### src/sv/i2cme_pkg.sv
// ----------------------------------------------------------------------------
// i2cme_pkg
// Shared types and codes for the I2C master byte engine.
// ----------------------------------------------------------------------------
package i2cme_pkg;

  // Request / active command codes
  localparam logic [2:0] CMD_IDLE  = 3'd0;   // on input: a timing tick
  localparam logic [2:0] CMD_START = 3'd1;
  localparam logic [2:0] CMD_STOP  = 3'd2;
  localparam logic [2:0] CMD_WRITE = 3'd3;
  localparam logic [2:0] CMD_READ  = 3'd4;

  // Phase landmarks within a byte command
  localparam logic [4:0] PH_ZERO     = 5'd0;
  localparam logic [4:0] PH_ONE      = 5'd1;
  localparam logic [4:0] PH_DATA_END = 5'd16;
  localparam logic [4:0] PH_ACK      = 5'd17;
  localparam logic [4:0] PH_POLL     = 5'd18;
  localparam logic [4:0] PH_LAST     = 5'd19;

  localparam logic [7:0] ACK_LIMIT_RST = 8'd8;
  localparam logic [7:0] BYTE_MSB      = 8'h80;
  localparam logic [7:0] POLL_STEP     = 8'h01;

  typedef struct packed {
    logic [2:0] req_type;
    logic [7:0] tx_byte;
    logic       send_ack;
    logic       sda_in;
  } req_t;

  typedef struct packed {
    logic       scl_out;
    logic       sda_out;
    logic       sda_drive;
    logic       busy_res;
    logic       done_res;
    logic [7:0] rx_byte;
    logic       no_ack;
  } res_t;

endpackage

### src/sv/i2c_master_byte_engine.sv
// ----------------------------------------------------------------------------
// i2c_master_byte_engine
// I2C master line sequencer driven by command and tick transfers.
// ----------------------------------------------------------------------------
// Every input transfer is either a command (start, stop, write byte, read
// byte) or a timing tick carrying the sampled SDA level; every input transfer
// yields exactly one result transfer with the SCL/SDA levels to drive, busy,
// done, the last received byte and the no_ack flag. Each tick advances one
// half-bit phase: a start or stop takes 3 ticks, a write 18 ticks plus the
// acknowledge poll (up to the ack_poll_limit register), a read 20 ticks.
// Commands arriving while a command is in progress, and unknown codes, are
// dropped (they still return a result). The block takes one transfer per
// clock while the result side is not stalled; a transfer passes an input
// register and then a result register, which is loaded only when it has
// room. Write ack_poll_limit only while idle.
// ----------------------------------------------------------------------------
module i2c_master_byte_engine import i2cme_pkg::*; (
  input  logic        clk,
  input  logic        rst_n,
  input  logic        in_tvalid,
  output logic        in_tready,
  input  logic [15:0] in_tdata,   // [7:0] tx_byte, [8] send_ack, [9] sda_in, rest zero
  input  logic [2:0]  in_tuser,   // [2:0] req_type
  output logic        out_tvalid,
  input  logic        out_tready,
  output logic [15:0] out_tdata,  // [0] scl_out, [1] sda_out, [2] sda_drive,
                                  // [3] busy_res, [4] done_res, [12:5] rx_byte,
                                  // [13] no_ack, rest zero
  input  logic        cfg_wr_en,
  input  logic [7:0]  cfg_wr_data
);

  req_t in_req;
  req_t req;
  res_t res;
  res_t res_q;
  logic req_valid;
  logic out_space;
  logic step_en;

  // Unpack the request transfer
  assign in_req.req_type = in_tuser;
  assign in_req.tx_byte  = in_tdata[7:0];
  assign in_req.send_ack = in_tdata[8];
  assign in_req.sda_in   = in_tdata[9];

  // Advance the held request whenever the result register has room
  assign step_en = req_valid && out_space;

  i2cme_in_stage u_in (
    .clk       (clk),
    .rst_n     (rst_n),
    .in_valid  (in_tvalid),
    .in_ready  (in_tready),
    .in_req    (in_req),
    .req_valid (req_valid),
    .req_take  (out_space),
    .req       (req)
  );

  i2cme_seq u_seq (
    .clk         (clk),
    .rst_n       (rst_n),
    .cfg_wr_en   (cfg_wr_en),
    .cfg_wr_data (cfg_wr_data),
    .step_en     (step_en),
    .req         (req),
    .res         (res)
  );

  i2cme_out_stage u_out (
    .clk       (clk),
    .rst_n     (rst_n),
    .load      (step_en),
    .res_in    (res),
    .space     (out_space),
    .out_valid (out_tvalid),
    .out_ready (out_tready),
    .res_out   (res_q)
  );

  // Pack the result transfer, lowest field first
  assign out_tdata = {2'b00, res_q.no_ack, res_q.rx_byte, res_q.done_res,
                      res_q.busy_res, res_q.sda_drive, res_q.sda_out,
                      res_q.scl_out};

endmodule

### src/sv/i2cme_in_stage.sv
// ----------------------------------------------------------------------------
// i2cme_in_stage
// Input register: captures one request transfer and holds it until the
// sequencer takes it.
// ----------------------------------------------------------------------------
module i2cme_in_stage import i2cme_pkg::*; (
  input  logic clk,
  input  logic rst_n,
  input  logic in_valid,
  output logic in_ready,
  input  req_t in_req,
  output logic req_valid,
  input  logic req_take,
  output req_t req
);

  logic valid_r;
  logic valid_nxt;
  req_t req_r;

  assign in_ready  = !valid_r || req_take;
  assign req_valid = valid_r;
  assign req       = req_r;

  always_comb begin
    valid_nxt = valid_r;
    if (in_ready) begin
      valid_nxt = in_valid;
    end
  end

  always_ff @(posedge clk) begin
    if (!rst_n) begin
      valid_r <= 1'b0;
    end else begin
      valid_r <= valid_nxt;
    end
  end

  always_ff @(posedge clk) begin
    if (in_ready && in_valid) begin
      req_r <= in_req;
    end
  end

endmodule

### src/sv/i2cme_seq.sv
// ----------------------------------------------------------------------------
// i2cme_seq
// Line sequencer: bus state registers and the one-step update for a request.
// ----------------------------------------------------------------------------
module i2cme_seq import i2cme_pkg::*; (
  input  logic       clk,
  input  logic       rst_n,
  input  logic       cfg_wr_en,
  input  logic [7:0] cfg_wr_data,
  input  logic       step_en,
  input  req_t       req,
  output res_t       res
);

  logic [7:0] limit_r;
  logic [2:0] cmd_r,   cmd_nxt;
  logic [4:0] phase_r, phase_nxt;
  logic [7:0] shift_r, shift_nxt;
  logic [7:0] poll_r,  poll_nxt;
  logic       scl_r,   scl_nxt;
  logic       sda_r,   sda_nxt;
  logic       drv_r,   drv_nxt;
  logic       ackc_r,  ackc_nxt;
  logic       err_r,   err_nxt;
  logic [7:0] rx_r,    rx_nxt;
  logic       done;
  logic [7:0] poll_inc;
  logic [7:0] shift_in;

  assign poll_inc = poll_r + POLL_STEP;
  assign shift_in = {shift_r[6:0], req.sda_in};

  always_comb begin
    cmd_nxt   = cmd_r;
    phase_nxt = phase_r;
    shift_nxt = shift_r;
    poll_nxt  = poll_r;
    scl_nxt   = scl_r;
    sda_nxt   = sda_r;
    drv_nxt   = drv_r;
    ackc_nxt  = ackc_r;
    err_nxt   = err_r;
    rx_nxt    = rx_r;
    done      = 1'b0;
    if (req.req_type == CMD_IDLE) begin
      unique case (cmd_r)
        CMD_START: begin
          if (phase_r == PH_ZERO) begin
            drv_nxt = 1'b1; scl_nxt = 1'b1; sda_nxt = 1'b1;
          end else if (phase_r == PH_ONE) begin
            sda_nxt = 1'b0;
          end else begin
            scl_nxt = 1'b0; done = 1'b1;
          end
        end
        CMD_STOP: begin
          if (phase_r == PH_ZERO) begin
            scl_nxt = 1'b0; drv_nxt = 1'b1; sda_nxt = 1'b0;
          end else if (phase_r == PH_ONE) begin
            scl_nxt = 1'b1;
          end else begin
            sda_nxt = 1'b1; done = 1'b1;
          end
        end
        CMD_WRITE: begin
          if (phase_r < PH_DATA_END) begin
            if (!phase_r[0]) begin
              scl_nxt = 1'b0; drv_nxt = 1'b1;
              sda_nxt = |(shift_r & BYTE_MSB);
            end else begin
              scl_nxt   = 1'b1;
              shift_nxt = {shift_r[6:0], 1'b0};
            end
          end else if (phase_r == PH_DATA_END) begin
            scl_nxt = 1'b0; drv_nxt = 1'b0;
          end else if (phase_r == PH_ACK) begin
            scl_nxt = 1'b1;
          end else if (!req.sda_in) begin
            scl_nxt = 1'b0; drv_nxt = 1'b1; sda_nxt = 1'b1; done = 1'b1;
          end else begin
            poll_nxt = poll_inc;
            if (poll_inc >= limit_r) begin
              err_nxt = 1'b1;
              scl_nxt = 1'b0; drv_nxt = 1'b1; sda_nxt = 1'b1; done = 1'b1;
            end
          end
        end
        CMD_READ: begin
          if (phase_r == PH_ZERO) begin
            scl_nxt = 1'b0; drv_nxt = 1'b0;
          end else if (phase_r <= PH_DATA_END) begin
            if (phase_r[0]) begin
              scl_nxt = 1'b1;
            end else begin
              shift_nxt = shift_in;
              scl_nxt   = 1'b0;
              if (phase_r == PH_DATA_END) begin
                rx_nxt = shift_in;
              end
            end
          end else if (phase_r == PH_ACK) begin
            scl_nxt = 1'b0; drv_nxt = 1'b1; sda_nxt = !ackc_r;
          end else if (phase_r == PH_POLL) begin
            scl_nxt = 1'b1;
          end else begin
            scl_nxt = 1'b0; done = 1'b1;
          end
        end
        default: begin
          // idle: a tick changes nothing
        end
      endcase
      if (done) begin
        cmd_nxt   = CMD_IDLE;
        phase_nxt = PH_ZERO;
      end else if (cmd_r != CMD_IDLE &&
                   (phase_r < PH_POLL || cmd_r != CMD_WRITE)) begin
        phase_nxt = phase_r + PH_ONE;
      end
    end else if (req.req_type <= CMD_READ && cmd_r == CMD_IDLE) begin
      cmd_nxt   = req.req_type;
      phase_nxt = PH_ZERO;
      poll_nxt  = '0;
      if (req.req_type == CMD_WRITE) begin
        shift_nxt = req.tx_byte;
        err_nxt   = 1'b0;
      end else if (req.req_type == CMD_READ) begin
        shift_nxt = '0;
        ackc_nxt  = req.send_ack;
      end
    end
  end

  always_comb begin
    res.scl_out   = scl_nxt;
    res.sda_out   = sda_nxt;
    res.sda_drive = drv_nxt;
    res.busy_res  = (cmd_nxt != CMD_IDLE);
    res.done_res  = done;
    res.rx_byte   = rx_nxt;
    res.no_ack    = err_nxt;
  end

  always_ff @(posedge clk) begin
    if (!rst_n) begin
      limit_r <= ACK_LIMIT_RST;
      cmd_r   <= CMD_IDLE;
      phase_r <= PH_ZERO;
      shift_r <= '0;
      poll_r  <= '0;
      scl_r   <= 1'b1;
      sda_r   <= 1'b1;
      drv_r   <= 1'b1;
      ackc_r  <= 1'b0;
      err_r   <= 1'b0;
      rx_r    <= '0;
    end else begin
      if (cfg_wr_en) begin
        limit_r <= cfg_wr_data;
      end
      if (step_en) begin
        cmd_r   <= cmd_nxt;
        phase_r <= phase_nxt;
        shift_r <= shift_nxt;
        poll_r  <= poll_nxt;
        scl_r   <= scl_nxt;
        sda_r   <= sda_nxt;
        drv_r   <= drv_nxt;
        ackc_r  <= ackc_nxt;
        err_r   <= err_nxt;
        rx_r    <= rx_nxt;
      end
    end
  end

  // Idle engine always sits at phase zero
  a_idle_phase: assert property (@(posedge clk) disable iff (!rst_n)
    (cmd_r == CMD_IDLE) |-> (phase_r == PH_ZERO))
    else $error("idle with nonzero phase");

  // Phase never runs past the last read phase
  a_phase_max: assert property (@(posedge clk) disable iff (!rst_n)
    phase_r <= PH_LAST)
    else $error("phase out of range");

  // A finished command always leaves the engine idle
  a_done_idle: assert property (@(posedge clk) disable iff (!rst_n)
    (step_en && done) |=> (cmd_r == CMD_IDLE))
    else $error("done but still busy");

  // no_ack only rises at the end of a write
  a_err_rise: assert property (@(posedge clk) disable iff (!rst_n)
    (step_en && !err_r && err_nxt) |-> (done && cmd_r == CMD_WRITE))
    else $error("no_ack set outside write completion");

endmodule

### src/sv/i2cme_out_stage.sv
// ----------------------------------------------------------------------------
// i2cme_out_stage
// Result register: holds one result transfer until the consumer takes it.
// ----------------------------------------------------------------------------
module i2cme_out_stage import i2cme_pkg::*; (
  input  logic clk,
  input  logic rst_n,
  input  logic load,
  input  res_t res_in,
  output logic space,
  output logic out_valid,
  input  logic out_ready,
  output res_t res_out
);

  logic valid_r;
  logic valid_nxt;
  res_t res_r;

  assign space     = !valid_r || out_ready;
  assign out_valid = valid_r;
  assign res_out   = res_r;

  always_comb begin
    valid_nxt = valid_r;
    if (load) begin
      valid_nxt = 1'b1;
    end else if (out_ready) begin
      valid_nxt = 1'b0;
    end
  end

  always_ff @(posedge clk) begin
    if (!rst_n) begin
      valid_r <= 1'b0;
    end else begin
      valid_r <= valid_nxt;
    end
  end

  always_ff @(posedge clk) begin
    if (load) begin
      res_r <= res_in;
    end
  end

endmodule

### config.mk
export PLATFORM = sky130hd
export DESIGN_NAME = i2c_master_byte_engine
export DESIGN_NICKNAME = d
export VERILOG_FILES = /design/src/sv/i2cme_pkg.sv /design/src/sv/i2c_master_byte_engine.sv /design/src/sv/i2cme_in_stage.sv /design/src/sv/i2cme_seq.sv /design/src/sv/i2cme_out_stage.sv
export SDC_FILE = /design/constraint.sdc
export NUM_CORES = 1
export LEC_CHECK = 0
export ABC_AREA = 1
export BUFFER_PORTS_ARGS = -buffer_cell sky130_fd_sc_hd__buf_2
export CORE_ASPECT_RATIO = 0.7
export CORE_UTILIZATION = 30
export DETAILED_ROUTE_END_ITERATION = 10
export HOLD_SLACK_MARGIN = 0.08
export MAX_ROUTING_LAYER = met4
export PLACE_DENSITY = 0.48
export SYNTH_ARGS = -nofsm -noshare
export SYNTH_HDL_FRONTEND = slang
export SYNTH_SLANG_ARGS = --single-unit
### constraint.sdc
create_clock -name clk -period 2.3 [get_ports clk]
set_input_delay 0.115 -clock clk [delete_from_list [all_inputs] [get_ports clk]]
set_output_delay 0.115 -clock clk [all_outputs]
set_load 0.01 [all_outputs]
==> reports/results.tsv, run 1 <==
stage	metric	value	unit
run_status	run status	complete, but fails checks	
run_status	failing checks	design-rule violations, negative setup slack	
yosys	ys flop type	dfxtp_1	
clocking	TritonCTS Buffers	9	
drt	WL final	9840	microns
sta	Clock Skews	0.00468	ns
yosys	largest cells by area after synthesis	dfxtp_1, edfxtp_1, nand2_1, inv_1, a21oi_1	
drt	drt first-iter violations	164	
worst_setup_path	largest delay contributor family on the critical path	simple AND/OR/NAND/NOR gates	
yosys	Netlist Area Pre-Place	3910	sq um
sta	RSZ-0062 raised after global routing	true	
yosys	Seq cells post-synth	74	
global_routing	Total GRT Usage	0.161	
layout	P&R area growth vs syn	29.6	%
sta	Worst-Margin Slew	0.625	ns
floorplan	Initial Util	0.311	
yosys	post-synthesis sequential area ratio	0.448	
drt	vias	3402	
pwr	PwrDens	652	nW/um^2
clocking	Root Buffer	clkbuf_16	
worst_setup_path	WS Path Type	reg -> reg	
worst_setup_path	CP Launch Type	flip-flop	
clocking	Worst-path clk slew	0.06	ns
worst_setup_path	crit path to	u_out.res_out[13]$_DFFE_PP_	
yosys	number of synthesized flops with an enable pin	27	
floorplan	DIE HEIGHT	97.5	microns
worst_setup_path	crit end category	flip-flop	
yosys	Synth async-reset ratio	0	
worst_setup_path	critical path peak fanout	3	
layout	Ant. Diodes	0	
clocking	CTS tree	done	
worst_setup_path	crit-path cells	inv_2, nor2_4, nand3_2, nor3b_2, xor2_1, ha_1, a21o_1, nor2_2, nand4_1, buf_4, buf_4, nand2_2, nand3_2, nand2_1, nand2_1, a21boi_1	
hold_path	min-delay worst type	in -> reg	
layout	Final Util	0.403	
drt	number of remaining DRC errors	4	
worst_setup_path	CP peak stage delay	0.35	ns
clocking	clock sink total	74	
worst_setup_path	critical path startpoint	u_seq.poll_r[0]$_SDFFE_PN0P_	
worst_setup_path	R2R Path Start	u_seq.poll_r[0]$_SDFFE_PN0P_	
sta	final worst slack	-0.261	ns
sta	FMAX	0.391	GHz
floorplan	I/O pin total	50	
layout	nets	621	
pwr	Final Power	3.30	mW
global_routing	gr ovfl total	0	
worst_setup_path	Crit. path cell count	16	
layout	most frequent cells in the layout	nand2_1, inv_1, a21oi_1, dfxtp_1, buf_2	
floorplan	row count	34	
clocking	clk buf depth	2	
placed_design	GPL Wtd Cong	0.901	
global_routing	first-pass GRT wire length	16300	microns
drt	drt wl/cell	13.2	microns
yosys	post-synth top area share	0.241	
yosys	Mean Syn Cell Area	8.05	sq um
clocking	htree depth	3	
drt	vias per cell	4.58	
sta	Final period util	1.11	
sta	Slew headroom	0.583	
yosys	Yosys top cell by area	dfxtp_1	
floorplan	Core Region	12500	sq um
sta	pins over their slew limit	0	
global_routing	vias in the first global route	3244	
worst_setup_path	slowest stage cell, crit path	dfxtp_2	
floorplan	Die ar.	13500	sq um
floorplan	Die W	138	microns
drt	TritonRoute pass-1 iters	10	
worst_setup_path	end of the worst register-to-register path	u_out.res_out[13]$_DFFE_PP_	
global_routing	pin count of the biggest net entering global routing	45	
yosys	Yosys Warn Count	0	
sta	Setup-failing EPs final	16	
clocking	clock latency on the worst-skew pair	0.33	ns
worst_setup_path	R2R cell count	16	
pwr	Leak	2.26	nW
sta	Final min period	2.56	ns
pwr	Peak VDD IR	317	uV
worst_setup_path	Worst Path Required	2.49	ns
placed_design	port bufs	41	
yosys	post-synthesis cell count	485	
worst_setup_path	critical path arrival	2.75	ns
flow_run	MaxCap Viol Count	0	
global_routing	initial antenna violation count	0	
yosys	post-synth cell types	43	
placed_design	DP Wirelength	6940	microns
worst_setup_path	Worst Path Buf+Inv	3	
worst_setup_path	R2R Setup Slk	-0.26	ns
sta	final hold violations	0	
layout	leading cell type in the layout, fill and taps excluded	nand2_1	
layout	share of cells above drive strength 1	0.238	
drt	Routed Antenna Nets	0	
## layout make-up
| type | count | area [sq um] |
|---|---|---|
| multi-input combinational | 327 | 1870 |
| timing repair buffer | 94 | 668 |
| fill | 1264 | 7490 |
| inverter | 70 | 270 |
| tap | 162 | 203 |
| clock buffer | 10 | 239 |
| sequential | 74 | 1760 |
| clock inverter | 6 | 56.3 |
## layer usage
metal  up-vias  part of all wire  track usage
met1      1568              0.53        0.218
met2        56              0.42        0.233
met3        10             0.040       0.0404
met4         0             0.013       0.0553
li1       1768                 -            -
met5         -                 0            -
## stage by stage
stage	instance area [sq um]	TNS [ns]	setup WS (ns)	std cells	hold slack (ns)
6_report	5060	-3.12	-0.261	743	0.247
5_1_grt	5060	-6.51	-0.461	743	0.285
4_1_cts	5030	-2.68	-0.216	741	0.245
3_5_place_dp	4420	-3.96	-0.326	696	0.293
3_3_place_gp	4420	-2.58	-0.232	696	0.291
2_1_floorplan	3930	-0.0431	-0.0216	486	0.214
## power by group
part           switching [mW]  internal, mW  leakage, nW
clock                   0.544         0.860        0.147
sequential             0.0389          1.43        0.642
combinational           0.256         0.172         1.47
total                   0.838          2.46         2.26
## worst register-to-register path, cell delays in order, from the launching register on
cell	delay, ns
dfxtp_2	0.35
inv_2	0.06
nor2_4	0.13
nand3_2	0.09
nor3b_2	0.20
xor2_1	0.21
ha_1	0.27
a21o_1	0.17
nor2_2	0.10
nand4_1	0.18
buf_4	0.20
buf_4	0.13
nand2_2	0.06
nand3_2	0.05
nand2_1	0.05
nand2_1	0.06
a21boi_1	0.12
## cells by family after synthesis
| family | share of synthesized area |
|---|---|
| XOR/XNOR | 0.0179 |
| AO/OA/AOI/OAI | 0.147 |
| adder cells (fa/ha/maj) | 0.0416 |
| buffers and inverters | 0.0884 |
| other | 0.000960 |
| flip-flops | 0.448 |
| AND/OR/NAND/NOR | 0.255 |
## how the worst min path moves through the flow
stage,startpoint,cells past startpoint,to
floorplan,in_tdata[9],0,u_in.req[0]$_DFFE_PP_
global placement,in_tdata[9],1,u_in.req[0]$_DFFE_PP_
detailed placement,in_tdata[9],1,u_in.req[0]$_DFFE_PP_
CTS,rst_n,3,u_in.req_valid$_SDFFE_PN0N_
global route,rst_n,3,u_in.req_valid$_SDFFE_PN0N_
finish,rst_n,3,u_in.req_valid$_SDFFE_PN0N_
## cells in the mapped netlist, types with 3 or more instances
| cell | n |
|---|---|
| o21ai_0 | 38 |
| clkbuf_1 | 7 |
| nand2_1 | 93 |
| inv_2 | 5 |
| a21oi_1 | 44 |
| a21boi_0 | 3 |
| nand3_1 | 27 |
| nor2_1 | 38 |
| nand3_2 | 3 |
| xor2_1 | 7 |
| buf_4 | 5 |
| o21ai_1 | 16 |
| dfxtp_1 | 47 |
| nor2_4 | 3 |
| nand2_2 | 6 |
| nand4_1 | 5 |
| inv_1 | 62 |
| nor2_2 | 3 |
| nand2_4 | 6 |
| ha_1 | 13 |
| edfxtp_1 | 27 |
## registers in the layout, indices dropped and copies added (netlist names), 3 cells and up
signal and cells:
u_seq.phase_r 5, u_seq.limit_r 8, u_seq.poll_r 8, u_seq.cmd_r 3, u_out.res_out 14, u_seq.shift_r 8, u_in.req 13, u_seq.rx_r 8
## timing repair
action,4_1_cts,5_1_grt
setup endpoints to repair,16,17
hold endpoints to repair,23,0
gates resized for setup,11,6
pin swaps,6,8
buffers inserted,3,2
hold buffers,26,0
gates cloned,0,0
Power figures use the tool's default switching activity.
==> run 2: changes to the inputs <==
--- a/config.mk
+++ b/config.mk
@@ -12,7 +12,9 @@
 export DETAILED_ROUTE_END_ITERATION = 10
 export HOLD_SLACK_MARGIN = 0.08
 export MAX_ROUTING_LAYER = met4
-export PLACE_DENSITY = 0.48
+export PLACE_DENSITY = 0.47
+export SLEW_MARGIN = 5
 export SYNTH_ARGS = -nofsm -noshare
 export SYNTH_HDL_FRONTEND = slang
+export SYNTH_HIERARCHICAL = 1
 export SYNTH_SLANG_ARGS = --single-unit
==> run 2 against run 1 <==
Effect of this change:
- the flow finishes with violations (negative setup slack)
- core utilization up 0.23 points
- worst hold slack lost 0.16 ns
- synthesized area grew 2.4%
- setup slack improved by 0.15 ns
- non-clock buffer count is the same
- via count grew 0.12%
- critical path depth stayed put
- synthesized cell count increased by 3.1%
- sequential power hardly changed
==> reports/results.tsv, run 2 <==
stage	metric	value	unit
run_status	failing checks	negative setup slack	
yosys	most numerous cell in the Yosys netlist	nand2_1	
hold_path	min-delay worst type	in -> reg	
floorplan	Die W	140	microns
sta	FMAX	0.415	GHz
yosys	multiplexer area fraction after synthesis	0	
clocking	clk buf depth	2	
layout	Sequential cell area	1760	sq um
drt	WL final	9710	microns
placed_design	GPL Wtd Cong	0.884	
drt	Routed Antenna Nets	0	
drt	drt wl/cell	12.9	microns
sta	Slew headroom	0.345	
yosys	Yosys Warn Count	6	
drt	TritonRoute pass-1 iters	6	
floorplan	Core Region	12700	sq um
yosys	post-synthesis compound-gate area fraction	0.177	
sta	Worst-Margin Slew	0.981	ns
pwr	PwrDens	619	nW/um^2
pwr	Switching Fraction	0.260	
sta	RSZ-0062 raised after global routing	true	
placed_design	port bufs	41	
yosys	number of synthesized flops with an enable pin	27	
layout	nets	630	
yosys	Netlist Area Pre-Place	4000	sq um
yosys	ys flop type	dfxtp_1	
pwr	Final Power	3.19	mW
drt	drt first-iter violations	195	
pwr	Leak	2.35	nW
clocking	clock latency on the worst-skew pair	0.33	ns
clocking	TritonCTS Buffers	9	
global_routing	vias in the first global route	3245	
floorplan	row count	34	
worst_setup_path	Worst Path Required	2.37	ns
floorplan	Die ar.	13800	sq um
global_routing	Total GRT Usage	0.156	
layout	Largest register FFs	14	
global_routing	gr ovfl total	0	
global_routing	initial antenna violation count	0	
sta	Setup-failing EPs final	13	
floorplan	Initial Util	0.315	
worst_setup_path	critical path peak fanout	3	
worst_setup_path	WS Path Type	reg -> reg	
yosys	largest cells by area after synthesis	dfxtp_1, edfxtp_1, nand2_1, inv_1, o21ai_0	
pwr	Seq pwr share	0.459	
yosys	Mean Syn Cell Area	8.00	sq um
yosys	largest family of logic cells by synthesized area	simple AND/OR/NAND/NOR gates	
layout	share of cells above drive strength 1	0.274	
floorplan	DIE HEIGHT	98.6	microns
clocking	Worst-path clk slew	0.06	ns
global_routing	pin count of the biggest net entering global routing	40	
layout	final instance area	5160	sq um
layout	P&R area growth vs syn	28.9	%
layout	FILL cells	1257	
pwr	Psw	831	uW
clocking	htree depth	3	
yosys	xor and xnor fraction of the mapped netlist area	0.0153	
worst_setup_path	CP Launch Type	flip-flop	
yosys	synth cell count leaders	nand2_1, inv_1, dfxtp_1	
yosys	post-synth cell types	38	
yosys	post-synth top area share	0.235	
drt	vias per cell	4.52	
drt	vias	3406	
pwr	share of total power in the clock network	0.403	
layout	most frequent cells in the layout	nand2_1, inv_1, dfxtp_1	
sta	Final min period	2.41	ns
placed_design	DP Wirelength	6850	microns
layout	Final Util	0.406	
layout	Ant. Diodes	0	
yosys	Yosys top cell by area	dfxtp_1	
placed_design	placed cell area	4440	sq um
yosys	Post-Synth Simple-Gate Area	0.225	
worst_setup_path	crit-path cells	nand3_4, inv_2, nand4_1, nor2_2, xor2_1, ha_1, a21o_1, nor2_4, nand3_4, buf_6, nand2_4, nand2_1, nand2_1, nand2_1, nand2_1, a21boi_1	
sta	Clock Skews	0.00985	ns
flow_run	MaxCap Viol Count	0	
yosys	Synth async-reset ratio	0	
drt	number of remaining DRC errors	0	
sta	final worst slack	-0.110	ns
clocking	CTS tree	done	
global_routing	first-pass GRT wire length	16300	microns
sta	Worst Hold Slack	0.0911	ns
floorplan	I/O pin total	50	
sta	pins over their slew limit	0	
yosys	Seq cells post-synth	74	
pwr	Pint	2.36	mW
run_status	run status	complete, but fails checks	
worst_setup_path	CP peak stage delay	0.38	ns
sta	final hold violations	0	
pwr	logic gate share of total power	0.138	
yosys	post-synthesis sequential area ratio	0.438	
worst_setup_path	crit end category	flip-flop	
sta	Final period util	1.05	
layout	leading cell type in the layout, fill and taps excluded	nand2_1	
yosys	post-synthesis cell count	500	
clocking	clock sink total	74	
clocking	Root Buffer	clkbuf_16	
pwr	Peak VDD IR	431	uV
worst_setup_path	crit-path most repeated cell	nand2_1	
yosys	Post-Synth Adder-Cell Area	0.0375	
worst_setup_path	slowest stage cell, crit path	dfxtp_4	
layout	area of the multi-input gates	1950	sq um
worst_setup_path	critical path arrival	2.48	ns
[run 2: cell types whose count changed after synthesis, moves of 4 or more]
cell	before	now
a21oi_1	44	40
inv_1	62	73
o21ai_2	0	12
nand2_1	93	88
a21oi_2	2	7
o21ai_1	16	8
o21ai_0	38	43
nor2_1	38	44
[run 2: routing by layer]
| metal | wire length, microns | track usage | part of all wire | vias to the layer above |
|---|---|---|---|---|
| met5 | 0 | - | 0 | - |
| met4 | 53 | 0.0448 | 0.0055 | 0 |
| met3 | 404 | 0.0413 | 0.042 | 4 |
| met2 | 3980 | 0.213 | 0.41 | 63 |
| met1 | 5280 | 0.221 | 0.54 | 1550 |
| li1 | - | - | - | 1789 |
[run 2: cell type report]
type	count	share of cell area
inverter	79	0.0585
multi-input combinational	328	0.378
timing repair buffer	94	0.130
sequential	74	0.341
clock inverter	4	0.00534
tap	162	0.0393
clock buffer	12	0.0478
[run 2: power by group through the flow]
stage	sequential, mW	clock (mW)	combinational (mW)
6_report	1.47	1.29	0.440
5_1_grt	1.47	1.39	0.497
4_1_cts	1.47	1.33	0.417
3_5_place_dp	1.49	0	0.376
3_3_place_gp	1.49	0	0.375
2_1_floorplan	1.49	0	0.265
[run 2: final timing paths]
path | start | to | slack [ns] | cells after the start
setup / recovery | u_seq/poll_r[1]$_SDFFE_PN0P_ | u_out/res_out[11]$_DFFE_PP_ | -0.11 | 16
hold / removal | cfg_wr_data[2] | u_seq/limit_r[2]$_SDFFE_PN0P_ | 0.09 | 3
setup reg to reg | u_seq/poll_r[1]$_SDFFE_PN0P_ | u_out/res_out[11]$_DFFE_PP_ | -0.11 | 16
hold reg to reg | u_seq/poll_r[6]$_SDFFE_PN0P_ | u_seq/poll_r[6]$_SDFFE_PN0P_ | 0.46 | 2
[run 2: kinds of logic after synthesis]
group	count (synthesis)
adders and majority gates	12
other	1
AOI/OAI and AO/OA	120
buffers and inverters	99
and+or+nand+nor	187
DFF	74
xor gates and xnor gates	7
[run 2: stage by stage]
step	std cells	setup slack [ns]	setup TNS, ns
finish	753	-0.110	-0.804
CTS	750	-0.133	-1.06
floorplan	501	0.00518	0
detailed placement	703	-0.243	-2.43
global route	753	-0.273	-3.31
global placement	703	-0.0828	-0.476
[run 2: repair_timing]
action | CTS | global route
endpoints found under the setup margin | 16 | 18
gates resized for setup | 11 | 28
hold buffers | 25 | 0
pin swaps | 11 | 22
setup buffers | 6 | 3
cloned | 0 | 0
endpoints found under the hold margin | 22 | 0
[run 2: critical path: cells and delay by family, from the launching register on]
family	cells	cell delay [ns]
xor gates and xnor gates	1	0.20
and+or+nand+nor	10	0.82
DFF	1	0.38
adders and majority gates	1	0.29
buffers and inverters	2	0.21
AOI/OAI and AO/OA	2	0.25
